## config.mk

```make
export PLATFORM = sky130hd
export DESIGN_NAME = lsc_sine
export DESIGN_NICKNAME = d
export VERILOG_FILES = /design/src/rtl/core/lsc_pkg.sv /design/src/rtl/core/lsc_sine.sv
export SDC_FILE = /design/constraint.sdc
export NUM_CORES = 2
export LEC_CHECK = 0
export BUFFER_PORTS_ARGS = -buffer_cell sky130_fd_sc_hd__buf_4
export CORE_AREA = 2 2 442 444
export CTS_BUF_LIST = sky130_fd_sc_hd__clkbuf_8
export CTS_CLUSTER_DIAMETER = 120
export DETAILED_ROUTE_END_ITERATION = 12
export DIE_AREA = 0 0 444 446
export GPL_TIMING_DRIVEN = 0
export PLACE_DENSITY_LB_ADDON = 0.25
export SLEW_MARGIN = 20
export SYNTH_ARGS = -nofsm -noshare
export SYNTH_HDL_FRONTEND = slang
export SYNTH_SLANG_ARGS = --single-unit
```

## constraint.sdc

```tcl
create_clock -name i_clk -period 8 [get_ports i_clk]
set_input_delay 0.4 -clock i_clk [delete_from_list [all_inputs] [get_ports i_clk]]
set_output_delay 0.4 -clock i_clk [all_outputs]
set_load 0.03 [all_outputs]
```

## src/rtl/core/lsc_pkg.sv

```systemverilog
package lsc_pkg;

    localparam int CFG_IDX_W  = 3;
    localparam int CFG_DATA_W = 64;

    typedef enum logic [CFG_IDX_W-1:0] {
        CFG_RANGE_MIN   = 3'd0,
        CFG_RANGE_MAX   = 3'd1,
        CFG_ANGLE_START = 3'd2,
        CFG_ANGLE_STEP  = 3'd3,
        CFG_CROP_HALF_X = 3'd4,
        CFG_CROP_HALF_Y = 3'd5,
        CFG_ROW_X       = 3'd6,
        CFG_ROW_Y       = 3'd7
    } t_cfg_idx;

    // reset values of the configuration registers
    localparam logic [15:0] RANGE_MIN_RST = 16'd0;
    localparam logic [15:0] RANGE_MAX_RST = 16'd65535;
    localparam logic [15:0] CROP_HALF_RST = 16'd65535;
    localparam logic [63:0] ROW_X_RST     = 64'h4000_0000_0000_0000;
    localparam logic [63:0] ROW_Y_RST     = 64'h0000_0400_0000_0000;

    // quarter-wave sine polynomial coefficients, 24 fractional bits (POLY_A Q1.24, others Q0.24)
    localparam logic [24:0] POLY_A = 25'd26353589;
    localparam logic [23:0] POLY_B = 24'd10764139;
    localparam logic [20:0] POLY_C = 21'd1187766;

    localparam logic [14:0] SINE_MAX = 15'd32767;

    // output saturation bounds
    localparam logic signed [24:0] SAT_HI = 25'sd8388607;
    localparam logic signed [24:0] SAT_LO = -25'sd8388608;

endpackage

```

## src/rtl/core/lsc_sine.sv

```systemverilog
module lsc_sine #(
    parameter int ANGLE_BITS = 16
) (
    input  logic                  i_clk,
    input  logic [5:0]            i_en,
    input  logic [ANGLE_BITS-1:0] i_ang,
    output logic [14:0]           o_mag,
    output logic                  o_neg
);

    localparam int Q  = ANGLE_BITS - 2;
    localparam int SH = 24 - Q;
    localparam logic [Q:0] N_FULL = {1'b1, {Q{1'b0}}};

    logic [Q:0]  w_f;
    logic [24:0] w_u;

    logic [24:0] r_u   [0:3];
    logic        r_neg [0:4];
    logic [24:0] r_u2  [1:2];
    logic [20:0] r_t1;
    logic [23:0] r_t2;
    logic [24:0] r_t3;

    logic [49:0] w_p_uu;
    logic [45:0] w_p_c;
    logic [48:0] w_p_b;
    logic [49:0] w_p_a;
    logic [25:0] w_sum;
    logic [16:0] w_q;

    // fold the angle into the first quadrant
    always_comb begin
        w_f = {1'b0, i_ang[Q-1:0]};
        if (i_ang[Q]) begin
            w_f = N_FULL - {1'b0, i_ang[Q-1:0]};
        end
        w_u = 25'(w_f) << SH;
    end

    assign w_p_uu = r_u[0] * r_u[0];
    assign w_p_c  = lsc_pkg::POLY_C * r_u2[1];
    assign w_p_b  = (lsc_pkg::POLY_B - 24'(r_t1)) * r_u2[2];
    assign w_p_a  = (lsc_pkg::POLY_A - 25'(r_t2)) * r_u[3];
    assign w_sum  = 26'(r_t3) + 26'd256;
    assign w_q    = w_sum[25:9];

    always_ff @(posedge i_clk) begin
        if (i_en[0]) begin
            r_u[0]   <= w_u;
            r_neg[0] <= i_ang[ANGLE_BITS-1];
        end
        if (i_en[1]) begin
            r_u2[1]  <= w_p_uu[48:24];
            r_u[1]   <= r_u[0];
            r_neg[1] <= r_neg[0];
        end
        if (i_en[2]) begin
            r_t1     <= w_p_c[44:24];
            r_u2[2]  <= r_u2[1];
            r_u[2]   <= r_u[1];
            r_neg[2] <= r_neg[1];
        end
        if (i_en[3]) begin
            r_t2     <= w_p_b[47:24];
            r_u[3]   <= r_u[2];
            r_neg[3] <= r_neg[2];
        end
        if (i_en[4]) begin
            r_t3     <= w_p_a[48:24];
            r_neg[4] <= r_neg[3];
        end
        if (i_en[5]) begin
            // clip to the largest Q1.15 magnitude
            o_mag <= (w_q > 17'(lsc_pkg::SINE_MAX)) ? lsc_pkg::SINE_MAX : w_q[14:0];
            o_neg <= r_neg[4];
        end
    end

endmodule

```

-- Word-level counts from Yosys, hierarchy flattened
Memories as Yosys holds them, arrays and structs flattened. A register that Yosys moved wholly into a read port is not among the register bits.
Cells that the tools add are included.
- bits in registers: 85
- RAM bits: 155
- input bits: 23
- output and inout port bits: 16
- memories kept: 3
- $add $sub $neg: 4
- $mul: 4
- order comparisons: 1
- muxes and demuxes: 11
- memory list (name ; depth ; bits a word ; rd ports ; clocked after memory_dff ; wr ports ; RTL line ; source):
    r_u ; 4 ; 25 ; 4 ; 0 ; 4 ; lsc_sine.sv:18 ; logic [24:0] r_u [0:3];
    r_u2 ; 2 ; 25 ; 2 ; 0 ; 2 ; lsc_sine.sv:20 ; logic [24:0] r_u2 [1:2];
    r_neg ; 5 ; 1 ; 5 ; 1 ; 5 ; lsc_sine.sv:19 ; logic r_neg [0:4];
- operators with widths (operator ; count):
    25-bit by 25-bit multiplier with 49-bit output ; 1
    26-bit by 26-bit multiplier with 49-bit output ; 1
    25-bit by 26-bit multiplier with 48-bit output ; 1
    20-bit by 25-bit multiplier with 44-bit output, first input constant ; 1
    25-bit by 9-bit adder with 26-bit output, second input constant ; 1
    25-bit by 24-bit subtractor with 26-bit output, first input constant ; 1
    24-bit by 21-bit subtractor with 25-bit output, first input constant ; 1
    17-bit by 15-bit greater-than comparator with 1-bit output, second input constant ; 1
    15-bit 2-to-1 mux ; 1
    15-bit by 14-bit subtractor with 15-bit output, first input constant ; 1
    1-bit 2-to-1 mux ; 10

-- Longest topological paths before layout
- word-level depth: 2
- gate-level depth with buffers: 33

-- Least setup slack after synthesis
Ideal clock, no wire load.
- path kind: reg2reg
- start point: reg r_t2[1]
- end point: reg r_t3[24] (data pin)
- setup time: 273 ps
- arrival time: 7767 ps
- data required time: 7727 ps
- setup slack: -40 ps
- cell stages (with the launch flop): 32
- path buffers: 1
- period minus slack after synthesis: 8040 ps
- path through: edfxtp_1 -> ha_1 -> o21a_1 -> a21oi_1 -> o21ai_1 -> a21oi_1 -> inv_1 -> o21ai_1 -> nand2_1 -> xnor2_1 -> buf_2 -> nand2_1 -> fa_1 -> inv_1 -> fa_1 -> fa_1 -> fa_1 -> inv_1 -> fa_1 -> inv_1 -> fa_1 -> ha_1 -> ha_1 -> nand4_1 -> a2111oi_2 -> o311ai_1 -> or2_1 -> o2111ai_2 -> o2111ai_2 -> a21oi_2 -> and4_1 -> a2111oi_2
- cells in the longest elaborated chain, start to end: 2
- RTL lines (item ; RTL line ; source):
    start, declared ; lsc_sine.sv:22 ; logic [23:0] r_t2;
    start signal, assigned ; lsc_sine.sv:65 ; r_t2 <= w_p_b[47:24];
    25-bit by 24-bit subtractor with 26-bit output ; lsc_sine.sv:44 ; assign w_p_a = (lsc_pkg::POLY_A - 25'(r_t2)) * r_u[3];
    26-bit by 26-bit multiplier with 49-bit output ; lsc_sine.sv:44 ;
    named net w_p_a[48] ; lsc_sine.sv:28 ; logic [49:0] w_p_a;
    end signal, assigned ; lsc_sine.sv:70 ; r_t3 <= w_p_a[48:24];
    end, declared ; lsc_sine.sv:23 ; logic [24:0] r_t3;
The timed path passes the listed nets, and every way through them passes these cells.
A chain may end at the register's enable or synchronous reset.

-- Worst setup path after layout
Same ends and word-level chain as after synthesis.

==> summary.md <==
| Metric | Value |
|---|---|
| Die X-Extent | `444 microns` |
| Final number of hold-violating endpoints | `0` |
| Worst Setup Start Kind | `flip-flop` |
| Port buffer count | `38` |
| Clock skew | `0.0380 ns` |
| H-tree levels | `4` |
| Critical Path Max Stage Delay | `0.54 ns` |
| Status | `finished, violations left` |
| Filler instances | `20200` |
| Area Overhead vs Synth | `13.0%` |
| Final nets | `7620` |
| Crit-path max FO | `10` |
| CP delay by family, top | `adder cells` |
| Crit path kind | `flip-flop to flip-flop` |
| Sequential fraction of the synthesis area | `10.8%` |
| CTS max path bufs | `2` |
| Dominant cell type by area after synthesis | `fa_1` |
| Clk Latency, worst-skew pair | `0.60 ns` |
| Die area | `0.198 sq mm` |
| Synthesized cell area | `0.0537 sq mm` |
| Core region area | `0.194 sq mm` |
| Slew Viols, Final | `0` |
| Vias in the first global route | `39900` |
| Total number of vias | `36500` |
| Largest net degree at the start of global routing | `63` |
| Global Route Usage Sum | `15.4%` |
| Synth area leaders | `fa_1, ha_1, inv_1, edfxtp_1, nand2_1` |
| Slew headroom | `24.7%` |
| Layout cell share with drive strength beyond 1 | `8.12%` |
| DRC Markers | `0` |
| Commonest cells in the netlist | `inv_1, fa_1, ha_1` |
| Drt via density | `4.39` |
| WL/cell | `17.7 microns` |
| GP Congestion | `0.880` |
| Critical path data arrival time | `8.56 ns` |
| Final worst path period share | `102%` |
| # IOs | `39` |
| Fmax | `122 MHz` |
| Root buffer cell | `clkbuf_8` |
| WP data required | `8.38 ns` |
| Cell variety after synth | `72` |
| Yosys top cell area share | `41.8%` |
| Routed Wire Length | `147 mm` |
| Setup-failing EPs final | `9` |
| Initial DRC Count | `1735` |
| Initial Util | `27.8%` |
| Cells after synthesis | `5580` |
| Post-synth net total | `7438` |
| ANT nets after route | `0` |
| Seq cells post-synth | `193` |
| RSZ-0062 raised after global routing | `yes` |
| Syn_area_per_cell | `9.63 sq um` |
| Final TNS setup | `-0.964 ns` |
| CTS Buf Count | `17` |
| Min-delay worst type | `input pin to flip-flop` |
| Drt first pass iters | `5` |
| Clock-pin slew on the worst setup and hold paths | `0.13 ns` |
| Final min period | `8.18 ns` |
| Clock Sinks | `193` |
| Top-count cell post-synth | `inv_1` |
| Share of flip-flops with an asynchronous set or reset | `0%` |
| Top_reg_cell synth | `edfxtp_1` |
| First-pass GRT wire length | `234 mm` |
| Die Height | `446 microns` |
| Dpl hpwl | `123 mm` |
| Top cell by count, worst path | `fa_1` |
| Post-synth EDFFs | `193` |
| Worst-margin pin slew | `1.13 ns` |
| CTS tree | `yes` |
| Post-route setup slack | `-0.183 ns` |
| Crit path buf inv count | `6` |
| Slowest CP cell | `fa_1` |
| Rows | `162` |
| Critical Path End Type | `flip-flop` |
| Reg2Reg Setup Slack | `-0.18 ns` |
| Ys Warns | `0` |
| Max Cap Violations | `0` |
| Failing checks | `negative setup slack` |
| Antenna violations before repair | `9` |
| Global route overflow | `0` |
[kinds of logic (layout without fill, tap and decap cells)]
group | count (synthesis) | in the layout | share of synthesized area [%]
AOI/OAI and AO/OA | 310 | 310 | 3.91
xor gates and xnor gates | 151 | 151 | 2.46
muxes | 3 | 3 | 0.0582
other | 0 | 4 | 0
and+or+nand+nor | 1343 | 1343 | 12.2
adders and majority gates | 1835 | 1835 | 58.4
DFF | 193 | 193 | 10.8
buffers and inverters | 1745 | 1940 | 12.2
[worst register-to-register path: cells and delay by family, from the launching register on]
family / cells / cell delay (ns)
xor+xnor: 1 / 0.28
buf+inv: 6 / 0.57
compound gates: 8 / 2.05
simple gates: 4 / 0.69
flops: 1 / 0.45
fa+ha+maj: 9 / 3.94
[cells in the final DEF (no fill, tap or decap), drive strengths merged, types with 45 or more instances in the layout]
cell type | netlist | final
xor2 | 54 | 54
a21o | 45 | 45
a21oi | 76 | 76
buf | 4 | 180
clkbuf | 166 | 168
nand2 | 636 | 636
xnor2 | 97 | 97
o21ai | 61 | 61
nor2b | 98 | 98
fa | 1123 | 1123
nor2 | 93 | 93
inv | 1575 | 1585
and2 | 356 | 356
edfxtp | 193 | 193
ha | 712 | 712
[routing by layer]
| metal | track usage, % | wire length (microns) | up-vias |
|---|---|---|---|
| li1 | - | - | 16900 |
| met1 | 21.0 | 68300 | 18900 |
| met2 | 25.8 | 69600 | 644 |
| met3 | 2.05 | 5880 | 111 |
| met4 | 3.85 | 3700 | 4 |
| met5 | 0 | 27 | - |
[sequential cells by signal, indices dropped and copies added, names as in the netlist]
signal,cells
r_t2,24
r_u,60
r_t1,21
o_mag,15
o_neg,1
r_neg,5
r_t3,17
r_u2,50
[layout make-up]
| cell class | instances | area [sq um] | area share, % |
|---|---|---|---|
| plain buffers | 167 | 953 | 1.57 |
| well taps | 2542 | 3180 | 5.24 |
| repair buffers | 166 | 1410 | 2.32 |
| clock buffers | 17 | 234 | 0.385 |
| clock inverters | 15 | 160 | 0.264 |
| flip-flops and latches | 193 | 5800 | 9.55 |
| diodes | 4 | 10.0 | 0.0165 |
| multi-input cells | 3642 | 43000 | 70.9 |
| inverters | 1575 | 5910 | 9.74 |
[stage by stage]
stage | area [sq um] | hold slack, ns | instances | util, % | setup WS [ns]
4_1_cts | 60000 | 0.0460 | 8285 | 31.0 | -0.228
3_5_place_dp | 57300 | 0.405 | 8161 | 29.6 | -1.86
3_3_place_gp | 57200 | 0.402 | 8160 | 29.6 | -1.86
6_report | 60700 | 0.114 | 8321 | 31.4 | -0.183
2_1_floorplan | 53700 | 0.400 | 5580 | - | 0.0548
5_1_grt | 60700 | 0.0732 | 8319 | 31.4 | -0.537
[path summary, 6_finish.rpt]
path,start,endpoint,cells after the start
worst min register to register,r_u[2][18]$_DFFE_PP_,r_u[3][18]$_DFFE_PP_,0
worst max-delay path,r_t2[1]$_DFFE_PP_,r_t3[24]$_DFFE_PP_,28
worst max register to register,r_t2[1]$_DFFE_PP_,r_t3[24]$_DFFE_PP_,28
worst min-delay path,i_ang[7],r_u[0][17]$_DFFE_PP_,2
[what timing repair did]
action / 4_1_cts / 5_1_grt
endpoints found under the hold margin: 2 / 0
setup buffers: 90 / 34
pin swaps: 116 / 93
resized for setup: 325 / 115
hold buffers: 2 / 0
endpoints found under the setup margin: 41 / 37
Power is left out: the tool's default activity adds up to more than one toggle a clock period on the data nets, which glitch-free logic cannot reach.
